==> config.mk <==
export PLATFORM = sky130hd
export DESIGN_NAME = tvr_blend
export DESIGN_NICKNAME = d
export VERILOG_FILES = /design/src/tvr_pkg.sv /design/src/tvr_blend.sv
export SDC_FILE = /design/constraint.sdc
export NUM_CORES = 1
export LEC_CHECK = 0
export BUFFER_PORTS_ARGS = -buffer_cell sky130_fd_sc_hd__buf_4
export CAP_MARGIN = 20
export CORE_ASPECT_RATIO = 0.6
export CORE_UTILIZATION = 51
export CTS_CLUSTER_SIZE = 8
export DETAILED_ROUTE_END_ITERATION = 10
export PLACE_DENSITY = 0.71
export SLEW_MARGIN = 20
export SYNTH_ARGS = -nofsm -noshare
export SYNTH_HDL_FRONTEND = slang
export SYNTH_SLANG_ARGS = --single-unit
==> constraint.sdc <==
create_clock -name clk -period 9.5 [get_ports clk]
set_input_delay 0.95 -clock clk [delete_from_list [all_inputs] [get_ports clk]]
set_output_delay 0.95 -clock clk [all_outputs]
set_load 0.01 [all_outputs]
==> src/tvr_pkg.sv <==
// Shared constants, types and helpers of the trilinear volume resampler.
package tvr_pkg;

  // Sizing
  localparam int MAX_DIM     = 64;
  localparam int STORE_DEPTH = 262144;
  localparam int ADDR_W      = $clog2(STORE_DEPTH);
  localparam int DIM_W       = $clog2(MAX_DIM);
  localparam int CFG_W       = 7;
  localparam int VOX_W       = 8;
  localparam int FRAC_W      = 8;
  localparam int WGT_W       = FRAC_W + 1;
  localparam int P_W         = 2 * DIM_W;
  localparam int Q_W         = P_W + FRAC_W;
  localparam int CNT_W       = $clog2(Q_W);
  localparam int WY_W        = CFG_W + DIM_W;
  localparam int WH_W        = 2 * DIM_W + 1;
  localparam int ACC_W       = 3 * FRAC_W + VOX_W;
  localparam int CFG_IDX_W   = 2;

  // Configuration register indexes
  localparam logic [CFG_IDX_W-1:0] REG_SRC_WIDTH  = 2'd0;
  localparam logic [CFG_IDX_W-1:0] REG_SRC_HEIGHT = 2'd1;
  localparam logic [CFG_IDX_W-1:0] REG_SRC_DEPTH  = 2'd2;
  localparam logic [CFG_IDX_W-1:0] REG_DST_SIZE   = 2'd3;

  // Request kinds
  localparam logic REQ_STORE  = 1'b0;
  localparam logic REQ_SAMPLE = 1'b1;

  // Per-axis split result: lower index, clamped upper index, fraction
  typedef struct packed {
    logic [DIM_W-1:0]  lo;
    logic [DIM_W-1:0]  hi;
    logic [FRAC_W-1:0] frac;
  } axis_t;

  // Control from the sequencer to the blend pipeline
  typedef struct packed {
    logic       clear;
    logic       issue;
    logic [2:0] corner;
  } blend_ctrl_t;

  // Extent of zero reads as one, anything above MAX_DIM saturates
  function automatic logic [CFG_W-1:0] sat_extent(input logic [CFG_W-1:0] v);
    logic [CFG_W-1:0] r;
    r = v;
    if (v == '0) r = CFG_W'(1);
    else if (v > CFG_W'(MAX_DIM)) r = CFG_W'(MAX_DIM);
    return r;
  endfunction

endpackage

==> src/tvr_blend.sv <==
// Weight and accumulate pipeline: one corner voxel enters per cycle.
module tvr_blend (
  input  logic                        clk,
  input  logic                        rst,
  input  tvr_pkg::blend_ctrl_t        ctrl,
  input  logic [tvr_pkg::FRAC_W-1:0]  fx,
  input  logic [tvr_pkg::FRAC_W-1:0]  fy,
  input  logic [tvr_pkg::FRAC_W-1:0]  fz,
  input  logic [tvr_pkg::VOX_W-1:0]   rdata,
  output logic [tvr_pkg::ACC_W-1:0]   acc,
  output logic                        busy
);
  import tvr_pkg::*;

  logic [WGT_W-1:0]       wx, wy, wz;
  logic [2*WGT_W-1:0]     wxy;
  logic [WGT_W-1:0]       wz_q;
  logic [3*FRAC_W:0]      w3;
  logic [VOX_W-1:0]       vox;
  logic [ACC_W-1:0]       prod;
  logic                   va, vb, vc;

  // Upper corner takes f, lower corner takes 256 - f
  function automatic logic [WGT_W-1:0] wgt(input logic sel, input logic [FRAC_W-1:0] f);
    return sel ? WGT_W'(f) : WGT_W'(1 << FRAC_W) - WGT_W'(f);
  endfunction

  assign wx = wgt(ctrl.corner[0], fx);
  assign wy = wgt(ctrl.corner[1], fy);
  assign wz = wgt(ctrl.corner[2], fz);

  // Valid flags
  always_ff @(posedge clk) begin
    if (rst) begin
      va <= 1'b0;
      vb <= 1'b0;
      vc <= 1'b0;
    end else begin
      va <= ctrl.issue;
      vb <= va;
      vc <= vb;
    end
  end

  // Stage A: xy weight, in step with the memory read
  always_ff @(posedge clk) begin
    wxy  <= wx * wy;
    wz_q <= wz;
  end

  // Stage B: full weight, voxel captured
  always_ff @(posedge clk) begin
    w3  <= (3*FRAC_W+1)'(wxy * wz_q);
    vox <= rdata;
  end

  // Stage C: weighted voxel
  always_ff @(posedge clk) begin
    prod <= ACC_W'(w3 * vox);
  end

  // Stage D: running sum, 24 fraction bits
  always_ff @(posedge clk) begin
    if (ctrl.clear) begin
      acc <= '0;
    end else if (vc) begin
      acc <= acc + prod;
    end
  end

  assign busy = va | vb | vc;

endmodule

* After elaboration in Yosys (flattened, before gate mapping)
Index checks and enable logic that the tools add are counted.
** Word-level totals
- Register bits :: 127
- Input bits :: 39
- Output and inout bits :: 33
- Logic and storage cells :: 22
** Cells by class
- $add $sub $neg :: 4
- Multipliers :: 3
- Muxes and demuxes :: 3
- Bitwise operators :: 2
** Operators by type and width (count)
- 32-bit adder :: 1
- 25-bit by 8-bit multiplier with 32-bit output :: 1
- 9-bit by 8-bit subtractor with 9-bit output, first input constant :: 3
- 18-bit by 9-bit multiplier with 25-bit output :: 1
- 9-bit by 9-bit multiplier with 18-bit output :: 1
- 9-bit 2-to-1 mux :: 2
- 8-bit 2-to-1 mux :: 1
- 1-bit bitwise OR :: 2

* Longest topological paths before layout
- Depth in word-level cells :: 3
- Depth in mapped cells :: 25
- Depth with buffers taken out :: 25

* Worst setup path before layout
OpenSTA, ideal clock, no wires.
- Path type :: input port to flip-flop
- Start point :: input fx[0] (netlist bit)
- End point :: register wxy[16]
- Library setup time :: 0.072 ns
- Data arrival time :: 5.799 ns
- Data required time :: 9.428 ns
- Path slack :: 3.629 ns
- Cell stages on the path :: 22
- Buffers on the path :: 0
- Path through :: clkinv_1 -> ha_1 -> nor3b_1 -> a21oi_1 -> xor2_1 -> nand2_1 -> fa_1 -> inv_1 -> fa_1 -> inv_1 -> fa_1 -> fa_1 -> inv_1 -> ha_1 -> o21ai_0 -> a21boi_0 -> o21ai_0 -> nand2b_1 -> a21o_1 -> a41o_1 -> o41ai_1 -> xnor2_1
** Between the ends
- Longest elaborated chain between the ends :: 3
** Ends and longest elaborated chain
- from (decl) :: line tvr_blend.sv:6 : input logic [tvr_pkg::FRAC_W-1:0] fx,
- 9-bit by 8-bit subtractor with 9-bit output :: line tvr_blend.sv:25 : return sel ? WGT_W'(f) : WGT_W'(1 << FRAC_W) - WGT_W'(f);
- 9-bit 2-to-1 mux * :: line tvr_blend.sv:25
- 9-bit by 9-bit multiplier with 18-bit output * :: line tvr_blend.sv:47 : wxy <= wx * wy;
- to (signal assigned) :: line tvr_blend.sv:47
- to (decl) :: line tvr_blend.sv:16 : logic [2*WGT_W-1:0] wxy;
Mark *: on every way between the ends. The rest lies on a longest branch, timed or not.
A chain may end at the register's enable or synchronous reset.

* Worst setup path in the final report
- Start point :: input fx[0] (netlist bit)
- End point :: register wxy[17]
Same word-level chain as after synthesis.

==> metrics.txt <==
status=complete, no violations; H-tree Lvls=4; Placer Congestion=0.918; cells after synthesis=2,128; setup bufs post-CTS=0; Yosys warning total=0; setup total negative slack=0 ns; Bufs on Longest Clock Path=2; max incr delay on CP=0.75 ns; Max-Slew Margin vs Limit=28.6%; vias in the first global route=14,700; Fmax achieved=0.152 GHz; Worst Path Max Fanout=9; routed len/inst=15.3 um; Clock transition at path regs=0.06 ns; Startpoint Class=primary input; max_cap viols=0; antenna-violating nets left=0; initial antenna violation count=0; worst hold path startpoint=va; CP Data Required Time=9.87 ns; Cell variety after synth=69; Core ar.=0.0355 mm2; top_reg_cell synth=dfxtp_1; ys async rst share=0%; Syn Area/Cell=8.75 um2; layout cells sized above 1=5.66%; Area growth syn-to-layout=7.83%; #FFs+latches synth=127; Remaining DRCs=0; total gr overflow=0; Initial Util=52.5%; CP Capture Type=register; n_diodes=0; worst setup path start=fx[0]; Total Routing Usage GR=23.2%; hold buffers post-CTS=0; CP max stage cell=xnor2_1; vias after detailed routing=14,400; Worst-Skew Late Latency=0.44 ns; Die Y-Extent=150 um; R2R setup slack=3.27 ns; pin count of the biggest net entering global routing=39; crit path kind=primary input to register; root buffer cell=clkbuf_16; Post-Route WL=40.3 mm; Via density=5.46; Max Clock Skew=0.00728 ns; CTS tree=built; Data arrival, critical path=6.94 ns; Hold Path Class=register to register; endpoints failing hold=0; Layout Nets=2,664; register area=0.00254 mm2; number of flops mapped to enable cells by yosys=0; first-pass GRT wire length=70.6 mm; Layout Utilization=56.6%; most frequent CP cell=inv_1; die width=249 um; sequential area share after synthesis=13.7%; fill cell count=3,129; Final setup viols=0; cts repair resizes=0; RSZ-0062 raised after global routing=no; number of port buffers=71; number of buffers created by CTS=17; clock sink total=127; TritonRoute pass-1 iters=6; die area=0.0373 mm2; # IOs=72; Crit path max-delay family=adder cells; Buf/Inv on CP=6; Final Max Slew Viols=0; row count=53; DRT iter0 DRCs=795; area used by multi-input combinational logic=0.0145 mm2; fin crit share=69.1%; min cycle time layout=6.56 ns; Post-Syn Nets=2,630; detailed placer's ending HPWL=33.1 mm; RR Startpoint=vox[3]; Least-Margin Pin Slew=1.07 ns; synthesized cell area=0.0186 mm2
==> cell usage after synthesis (3+ instances only) <==
cell type,n,area (um2)
a2111oi_0,5,43.8
dfxtp_1,127,2540
o21ai_0,47,235
nor4b_1,6,52.6
o21bai_1,12,90.1
a41oi_1,3,26.3
and3_1,19,119
o21a_1,11,82.6
nand4b_1,3,26.3
fa_1,300,6010
and2_1,207,1290
or2_2,9,56.3
nor4_1,8,50.1
clkbuf_1,53,199
nor3_1,22,110
ha_1,163,2040
a31oi_1,8,50.1
or3_1,4,25.0
o22ai_1,5,31.3
xor2_1,31,272
nor2b_1,13,81.3
mux2i_1,16,160
nand3_1,21,105
nand4_1,13,81.3
nor2_1,143,537
nand2_1,225,845
o211ai_1,7,52.6
inv_1,372,1400
a221o_1,3,30.0
a21boi_0,6,45.0
buf_1,4,15.0
a211oi_1,10,75.1
nand2b_1,20,125
xnor2_1,61,534
o31a_1,3,26.3
a21oi_1,77,385
a21o_1,46,345
==> cell type report <==
| class | instances | share of cell area [%] |
|---|---|---|
| repair buffers | 72 | 2.69 |
| clock buffers | 19 | 2.26 |
| clock inverters | 11 | 0.467 |
| multi-input cells | 1570 | 72.0 |
| flip-flops and latches | 127 | 12.7 |
| well taps | 467 | 2.91 |
| inverters | 374 | 6.99 |
==> through the flow <==
stage / instances / setup WS, ns / instance area [um2] / hold slack, ns
final: 2640 / 2.94 / 20100 / 0.455
after global routing: 2640 / 2.55 / 20100 / 0.465
after CTS: 2640 / 3.05 / 20100 / 0.455
after detailed placement: 2610 / 2.59 / 19500 / 0.445
after global placement: 2610 / 2.76 / 19500 / 0.438
after floorplan: 2128 / 3.63 / 18600 / 0.429
==> metal layers <==
metal | GRT usage [%] | wire (um)
met3 | 4.54 | 2600
met4 | 4.04 | 329
met1 | 34.9 | 20600
met2 | 34.7 | 16800
met5 | 0 | 0
==> sequential cells by signal, indices dropped and copies added (netlist names) <==
name  count
va        1
vc        1
acc      32
vox       8
wxy      18
wz_q      9
w3       25
vb        1
prod     32
==> final timing paths <==
kind | cells past startpoint | end
hold reg to reg | 1 | vb
setup / recovery | 25 | wxy[17]
hold / removal | 1 | vb
setup reg to reg | 14 | prod[31]
==> logic make-up after synthesis <==
kind of cell	after synthesis	synth area share, %
simple gates	724	19.4
mux	18	0.981
flops	127	13.7
compound gates	273	9.74
buf+inv	431	8.69
xor+xnor	92	4.33
fa+ha+maj	463	43.2
==> worst register-to-register path, stage by stage, from the launching register on <==
cell and delay, ns:
dfxtp_1 1.02, and2_1 0.29, fa_1 0.46, fa_1 0.58
fa_1 0.43, fa_1 0.45, ha_1 0.41, nand4_1 0.14
a2111oi_0 0.79, o31a_1 0.31, a221o_1 0.29, a21oi_2 0.12
o31ai_2 0.49, mux2i_1 0.24, nand4_1 0.09
==> placed cells by master (no fill, tap or decap), drive strengths merged, types with 9 or more instances in the layout <==
cell type / n
a211oi: 11
a21o: 46
a21oi: 79
and2: 207
and3: 19
buf: 72
clkbuf: 19
dfxtp: 127
fa: 300
ha: 163
inv: 372
mux2i: 16
nand2: 225
nand2b: 20
nand3: 21
nand4: 13
nor2: 143
nor2b: 13
nor3: 22
o21a: 11
o21ai: 49
o21bai: 12
or2: 9
xnor2: 61
xor2: 31
Power is left out: the tool's default activity adds up to more than one toggle a clock period on the data nets, which glitch-free logic cannot reach.
