[config.mk]
export PLATFORM = sky130hd
export DESIGN_NAME = tvr_axis_div
export DESIGN_NICKNAME = d
export VERILOG_FILES = /design/src/tvr_pkg.sv /design/src/tvr_axis_div.sv
export SDC_FILE = /design/constraint.sdc
export NUM_CORES = 1
export LEC_CHECK = 0
export BUFFER_PORTS_ARGS = -buffer_cell sky130_fd_sc_hd__buf_2
export CAP_MARGIN = 40
export CORE_AREA = 3 3 97 99
export DETAILED_ROUTE_END_ITERATION = 8
export DIE_AREA = 0 0 100 102
export GPL_TIMING_DRIVEN = 0
export HOLD_SLACK_MARGIN = 0.03
export PLACE_DENSITY = 0.71
export SETUP_SLACK_MARGIN = 0.05
export SLEW_MARGIN = 25
export SYNTH_ARGS = -nofsm -noshare
export SYNTH_HDL_FRONTEND = slang
export SYNTH_SLANG_ARGS = --single-unit
[constraint.sdc]
create_clock -name clk -period 16.8 [get_ports clk]
set_clock_uncertainty 0.2 [all_clocks]
set_input_delay 3.36 -clock clk [delete_from_list [all_inputs] [get_ports clk]]
set_output_delay 3.36 -clock clk [all_outputs]
set_load 0.005 [all_outputs]
[src/tvr_pkg.sv]
// Shared constants, types and helpers of the trilinear volume resampler.
package tvr_pkg;

  // Sizing
  localparam int MAX_DIM     = 64;
  localparam int STORE_DEPTH = 262144;
  localparam int ADDR_W      = $clog2(STORE_DEPTH);
  localparam int DIM_W       = $clog2(MAX_DIM);
  localparam int CFG_W       = 7;
  localparam int VOX_W       = 8;
  localparam int FRAC_W      = 8;
  localparam int WGT_W       = FRAC_W + 1;
  localparam int P_W         = 2 * DIM_W;
  localparam int Q_W         = P_W + FRAC_W;
  localparam int CNT_W       = $clog2(Q_W);
  localparam int WY_W        = CFG_W + DIM_W;
  localparam int WH_W        = 2 * DIM_W + 1;
  localparam int ACC_W       = 3 * FRAC_W + VOX_W;
  localparam int CFG_IDX_W   = 2;

  // Configuration register indexes
  localparam logic [CFG_IDX_W-1:0] REG_SRC_WIDTH  = 2'd0;
  localparam logic [CFG_IDX_W-1:0] REG_SRC_HEIGHT = 2'd1;
  localparam logic [CFG_IDX_W-1:0] REG_SRC_DEPTH  = 2'd2;
  localparam logic [CFG_IDX_W-1:0] REG_DST_SIZE   = 2'd3;

  // Request kinds
  localparam logic REQ_STORE  = 1'b0;
  localparam logic REQ_SAMPLE = 1'b1;

  // Per-axis split result: lower index, clamped upper index, fraction
  typedef struct packed {
    logic [DIM_W-1:0]  lo;
    logic [DIM_W-1:0]  hi;
    logic [FRAC_W-1:0] frac;
  } axis_t;

  // Control from the sequencer to the blend pipeline
  typedef struct packed {
    logic       clear;
    logic       issue;
    logic [2:0] corner;
  } blend_ctrl_t;

  // Extent of zero reads as one, anything above MAX_DIM saturates
  function automatic logic [CFG_W-1:0] sat_extent(input logic [CFG_W-1:0] v);
    logic [CFG_W-1:0] r;
    r = v;
    if (v == '0) r = CFG_W'(1);
    else if (v > CFG_W'(MAX_DIM)) r = CFG_W'(MAX_DIM);
    return r;
  endfunction

endpackage

[src/tvr_axis_div.sv]
// One axis: coord*(s-1) divided by (d-1), one quotient bit per cycle.
module tvr_axis_div (
  input  logic                       clk,
  input  logic                       rst,
  input  logic                       start,
  input  logic [tvr_pkg::DIM_W-1:0]  coord,
  input  logic [tvr_pkg::CFG_W-1:0]  ext,
  input  logic [tvr_pkg::CFG_W-1:0]  dst,
  output logic                       done,
  output tvr_pkg::axis_t             res
);
  import tvr_pkg::*;

  logic [Q_W-1:0]   num;      // dividend shifts out, quotient shifts in
  logic [DIM_W-1:0] rem;
  logic [DIM_W-1:0] den;
  logic [DIM_W-1:0] smax;
  logic [CNT_W-1:0] cnt;
  logic             busy;

  logic [CFG_W-1:0] s_sat;
  logic [DIM_W-1:0] smax_in;
  logic [DIM_W:0]   trial;
  logic             ge;
  logic [P_W-1:0]   base;

  assign s_sat   = sat_extent(ext);
  assign smax_in = DIM_W'(s_sat - CFG_W'(1));

  // Restoring step on (num << 8), so the low 8 quotient bits are the fraction
  assign trial = {rem, num[Q_W-1]};
  assign ge    = trial >= {1'b0, den};

  always_ff @(posedge clk) begin
    if (rst) begin
      busy <= 1'b0;
      done <= 1'b0;
      cnt  <= '0;
    end else begin
      done <= 1'b0;
      if (start) begin
        busy <= 1'b1;
        cnt  <= '0;
      end else if (busy) begin
        cnt <= cnt + CNT_W'(1);
        if (cnt == CNT_W'(Q_W - 1)) begin
          busy <= 1'b0;
          done <= 1'b1;
        end
      end
    end
  end

  // Datapath
  always_ff @(posedge clk) begin
    if (start) begin
      num  <= {P_W'(coord * smax_in), FRAC_W'(0)};
      rem  <= '0;
      den  <= DIM_W'(dst - CFG_W'(1));
      smax <= smax_in;
    end else if (busy) begin
      num <= {num[Q_W-2:0], ge};
      rem <= ge ? DIM_W'(trial - {1'b0, den}) : DIM_W'(trial);
    end
  end

  // Target edge of one: base and fraction are zero
  assign base = (den == '0) ? '0 : num[Q_W-1:FRAC_W];

  always_comb begin
    res.lo   = (base > P_W'(smax)) ? smax : base[DIM_W-1:0];
    res.hi   = (res.lo == smax) ? smax : res.lo + DIM_W'(1);
    res.frac = (den == '0) ? '0 : num[FRAC_W-1:0];
  end

endmodule

======== Word level (Yosys, flattened, before mapping) ========
Cells that the tools add are included.
word-level totals
  flip-flop bits (word level) ............. 45
  bits of input ports ..................... 23
  output and inout port bits .............. 21
  word-level logic and storage cells ...... 38
operators by class
  add/subtract/negate cells ............... 5
  multipliers ............................. 1
  order comparisons ....................... 3
  eq/ne operators ......................... 2
  mux-type cells .......................... 13
  bitwise gates (word level) .............. 1
  reductions and logical operators ........ 5
operators with widths
  cell                 count
  $mux 20              2
  $mux 6               5
  $gt 12x6->1          1
  $mul 6x6->12         1
  $mux 12              1
  $sub 6x1->6 const B  2
  $mux 8               1
  $ge 7x6->1           1
  $gt 7x7->1 const B   1
  $logic_not 7->1      1
  $add 6x1->6 const B  1
  $eq 6x6->1           1
  $logic_not 6->1      1
  $sub 6x6->6          1
  $add 5x1->5 const B  1
  $eq 5x5->1 const B   1
  $mux 1               4
  $reduce_or 3->1      1
  $reduce_bool 2->1    1
  $reduce_or 2->1      1
  $not 1->1            1

======== Logic depth before layout (Yosys ltp) ========
  depth in word-level cells ............... 6
  gate-level depth with buffers ........... 21
  depth with buffers taken out ............ 20

======== Worst setup path before layout ========
OpenSTA, ideal clock, no wires.
  kind .................................... input-to-reg
  start ................................... in ext[1] in the netlist's numbering
  end ..................................... reg num[19] (data pin)
  library setup time ...................... 269 ps
  data arrival time ....................... 7569 ps
  required time ........................... 16331 ps
  path slack .............................. 8762 ps
  stages .................................. 20
  buffers on the path ..................... 1
  cell sequence ........................... nor3_1 -> a21oi_1 -> or2_2 -> clkbuf_1 -> ha_1 -> nand3_1 -> o21ai_0 -> a21oi_1 -> nand2_1 -> fa_1 -> fa_1 -> fa_1 -> inv_1 -> ha_1 -> a21o_1 -> a21oi_1 -> o21ai_0 -> a31oi_1 -> xor2_1 -> mux2i_1
on the way
  longest elaborated chain between the ends .. 6
  elaborated cells between the ends (all ways) .. 7
  those cells by class .................... 1 x add/sub; 1 x mul; 1 x order compare; 3 x mux; 1 x reduce/logical
RTL lines
  item                  line                text
  from (decl)           tvr_axis_div.sv:7   input logic [tvr_pkg::CFG_W-1:0] ext,
  $gt 7x7->1            tvr_pkg.sv:50       else if (v > CFG_W'(MAX_DIM)) r = CFG_W'(MAX_DIM);
  $mux 6                tvr_pkg.sv:50
  $mux 6 (*)            tvr_pkg.sv:49       if (v == '0) r = CFG_W'(1);
  $sub 6x1->6 (*)       tvr_axis_div.sv:28  assign smax_in = DIM_W'(s_sat - CFG_W'(1));
  named net smax_in[0]  tvr_axis_div.sv:22  logic [DIM_W-1:0] smax_in;
  $mul 6x6->12 (*)      tvr_axis_div.sv:57  num <= {P_W'(coord * smax_in), FRAC_W'(0)};
  $mux 20 (*)           tvr_axis_div.sv:56  if (start) begin
  to (signal assigned)  tvr_axis_div.sv:57
  to (signal assigned)  tvr_axis_div.sv:62  num <= {num[Q_W-2:0], ge};
  to (decl)             tvr_axis_div.sv:14  logic [Q_W-1:0] num;
The timed path passes the listed nets; every way through them passes the cells marked *.
A chain may end at the register's enable or synchronous reset.

======== Final worst setup path ========
Ends and elaborated chain as after synthesis.

==> results.md <==
* Share of cells above drive strength 1 at 0.132
* Most frequent cells in the layout: nand2_1, inv_1, buf_2
* Register share of total power at 0.340
* Routed Antenna Nets at 0
* Critical-path cell list: buf_2, nor3_1, a21oi_1, or2_2, clkbuf_1, ha_1, nand3_1, o21ai_0, a21oi_1, nand2_1, fa_1, fa_1, fa_1, inv_1, ha_1, a21o_1, a21oi_1, o21ai_0, a31oi_1, xor2_1, mux2i_1
* Status: completed
* Least-Margin Pin Slew at 0.610 ns
* Vias at 3036
* Grt total ovfl at 0
* Clock power frac at 0.181
* Inserted Clock Buffers at 5
* Diodes inserted at 0
* Worst Hold Class: flip-flop to flip-flop
* Setup Fix Bufs, Post-CTS at 0
* Netlist cell types at 48
* Core area at 0.00864 mm2
* Sw Pwr at 170 uW
* Syn_nets at 504
* Most common cell after layout, fill and taps aside: nand2_1
* Post-Syn Instances at 427
* Met2 Track Usage GR at 0.268
* PostCTS Resize Cnt at 0
* Crit path max fanout at 8
* RSZ-0062 raised after global routing: false
* Worst path max stage delay at 0.55 ns
* Worst relative slew slack at 0.592
* Initial antenna violation count at 0
* Seq cells post-synth at 45
* Root Driver: clkbuf_8
* Crit-path leading delay family: adder cells
* Syn Area/Cell at 8.97 um2
* Top FF cell, synth: edfxtp_1
* Setup Viol. Count Final at 0
* Routed WL per cell at 13.1 um
* Fin crit period at 8.45 ns
* PD cells at 103 mW/mm2
* DR pass1 iterations at 4
* Clock Path Buffers at 2
* DR vias/cell at 5.19
* Syn. warnings at 0
* EDFF count, synth at 24
* Clock transition at path regs at 0.10 ns
* Ranking of synthesized cells by area: edfxtp_1, ha_1, dfxtp_1
* Row count at 34
* Slowest CP cell: fa_1
* TritonCTS sink count at 45
* Crit path launch type: input port
* Cell accounting for the most synthesized area: edfxtp_1
* Final Wtd Congestion at 0.831
* Clk_lat worst skew at 0.31 ns
* Total power at 442 uW
* TritonCTS clock tree: yes
* DP HPWL at 6290 um
* I/O Pins at 44
* P&R area growth vs syn at 12.0%
* Initial core utilization at 0.443
* Worst hold margin at 0.316 ns
* First-pass GRT wire length at 13200 um
* Internal power at 273 uW
* Peak supply drop at 0.0000463 V
* Buf+Inv Stages, Crit Path at 3
* Final Hold Viols at 0
* CP arrival at 8.29 ns
* Final worst-path cycle share at 0.503
* Die width at 100 um
* Nets at 553
* Crit end category: flip-flop
* Largest net degree at the start of global routing at 17
* Die H at 102 um
* Post-synthesis sequential area ratio at 0.298
* Leakage at 1.98 nW
* Vias in the first global route at 2910
* Final Max Slew Viols at 0
* Post-place setup slack at 7.99 ns
* DRC at 0
* Setup TNS at 0 ns
* Max Cap Violations at 0
* Area of the multi-input gates at 0.00246 mm2
* Total track usage at 0.159
* # port buffers at 42
* Most used routing layer: met2
* Ys async rst share at 0
* Setup WS post-layout at 8.35 ns
* Grt met3 use at 0.0212
* M1 GR Usage at 0.210
* Critical Path RT at 16.65 ns
* Post-synth top area share at 0.188
* Hold Buf Count CTS at 0
* Sw Ratio at 0.383
* Syn Std Cell Area at 0.00383 mm2
* Logic gate share of total power at 0.479
* Die area at 0.0102 mm2
* Max Fclk at 118 MHz
* CTS H-tree depth at 2
* Seq. cell area at 0.00114 mm2
* Routed WL at 7680 um
* DRT iter0 DRCs at 136
* Kind of critical path: input port to flip-flop
* Filler cell count at 809
==> cell usage after synthesis, types with 2 or more instances <==
master and number:
nand2_1 53, inv_1 48, ha_1 36, nor2_1 32, and2_1 28, edfxtp_1 24
dfxtp_1 21, mux2i_1 20, o21ai_0 20, fa_1 18, xnor2_1 13, a21oi_1 12
clkbuf_1 11, xor2_1 10, nor2b_1 8, nor3_1 8, nand3_1 6, a21o_1 4
nand2b_1 4, nand4_1 4, or2_2 4, a211oi_1 3, a31oi_1 3, nor4_1 3
o31ai_1 3, a2111oi_0 2, mux2_4 2, nor3b_1 2, o211ai_1 2, o21a_1 2
o21ai_1 2, o21bai_1 2, o22ai_1 2
==> power groups by stage <==
stage               logic [mW]  registers [mW]  clock network [mW]
finish                   0.212           0.150              0.0801
global route             0.243           0.152              0.0861
CTS                      0.214           0.150              0.0815
detailed placement       0.213           0.152                   0
global placement         0.205           0.152                   0
floorplan                0.166           0.148                   0
==> tightest hold or removal path, delay by kind of cell (launching register included) <==
family | cells | cell delay (ns)
XOR/XNOR | 1 | 0.07
flip-flops | 1 | 0.35
AND/OR/NAND/NOR | 1 | 0.07
==> cell families after synthesis <==
logic type      share of synthesized area
fa+ha+maj                           0.212
xor+xnor                           0.0526
simple gates                        0.200
compound gates                      0.119
buf+inv                            0.0588
flops                               0.298
mux                                0.0601
==> final cells by class <==
type | count | share of cell area
plain buffers | 12 | 0.0105
inverters | 48 | 0.0420
multi-input cells | 322 | 0.574
clock inverters | 2 | 0.00467
repair buffers | 42 | 0.0490
well taps | 108 | 0.0315
clock buffers | 6 | 0.0219
flip-flops and latches | 45 | 0.266
==> metal layers <==
layer	share of wire	vias to the layer above
li1	-	1550
met1	0.46	1408
met2	0.49	69
met3	0.036	9
met4	0.018	0
met5	0	-
==> stage by stage <==
step	util	instance area (um2)	instances
3_5_place_dp	0.483	4180	577
6_report	0.497	4290	585
4_1_cts	0.497	4290	585
5_1_grt	0.497	4290	585
2_1_floorplan	-	3830	427
3_3_place_gp	0.483	4180	577
==> registers in the layout, indices dropped and copies added, names as in the netlist <==
signal,cells
den,6
done,1
rem,6
num,20
cnt,5
busy,1
smax,6
==> worst paths after layout <==
| path | end | slack [ns] | from | cells past startpoint |
|---|---|---|---|---|
| setup / recovery | num[19] | 8.35 | ext[1] | 21 |
| hold / removal | cnt[4] | 0.32 | cnt[4] | 2 |
| setup reg to reg | rem[3] | 14.09 | den[1] | 8 |
| hold reg to reg | cnt[4] | 0.32 | cnt[4] | 2 |
No activity file was read; power rests on OpenSTA's default activity.
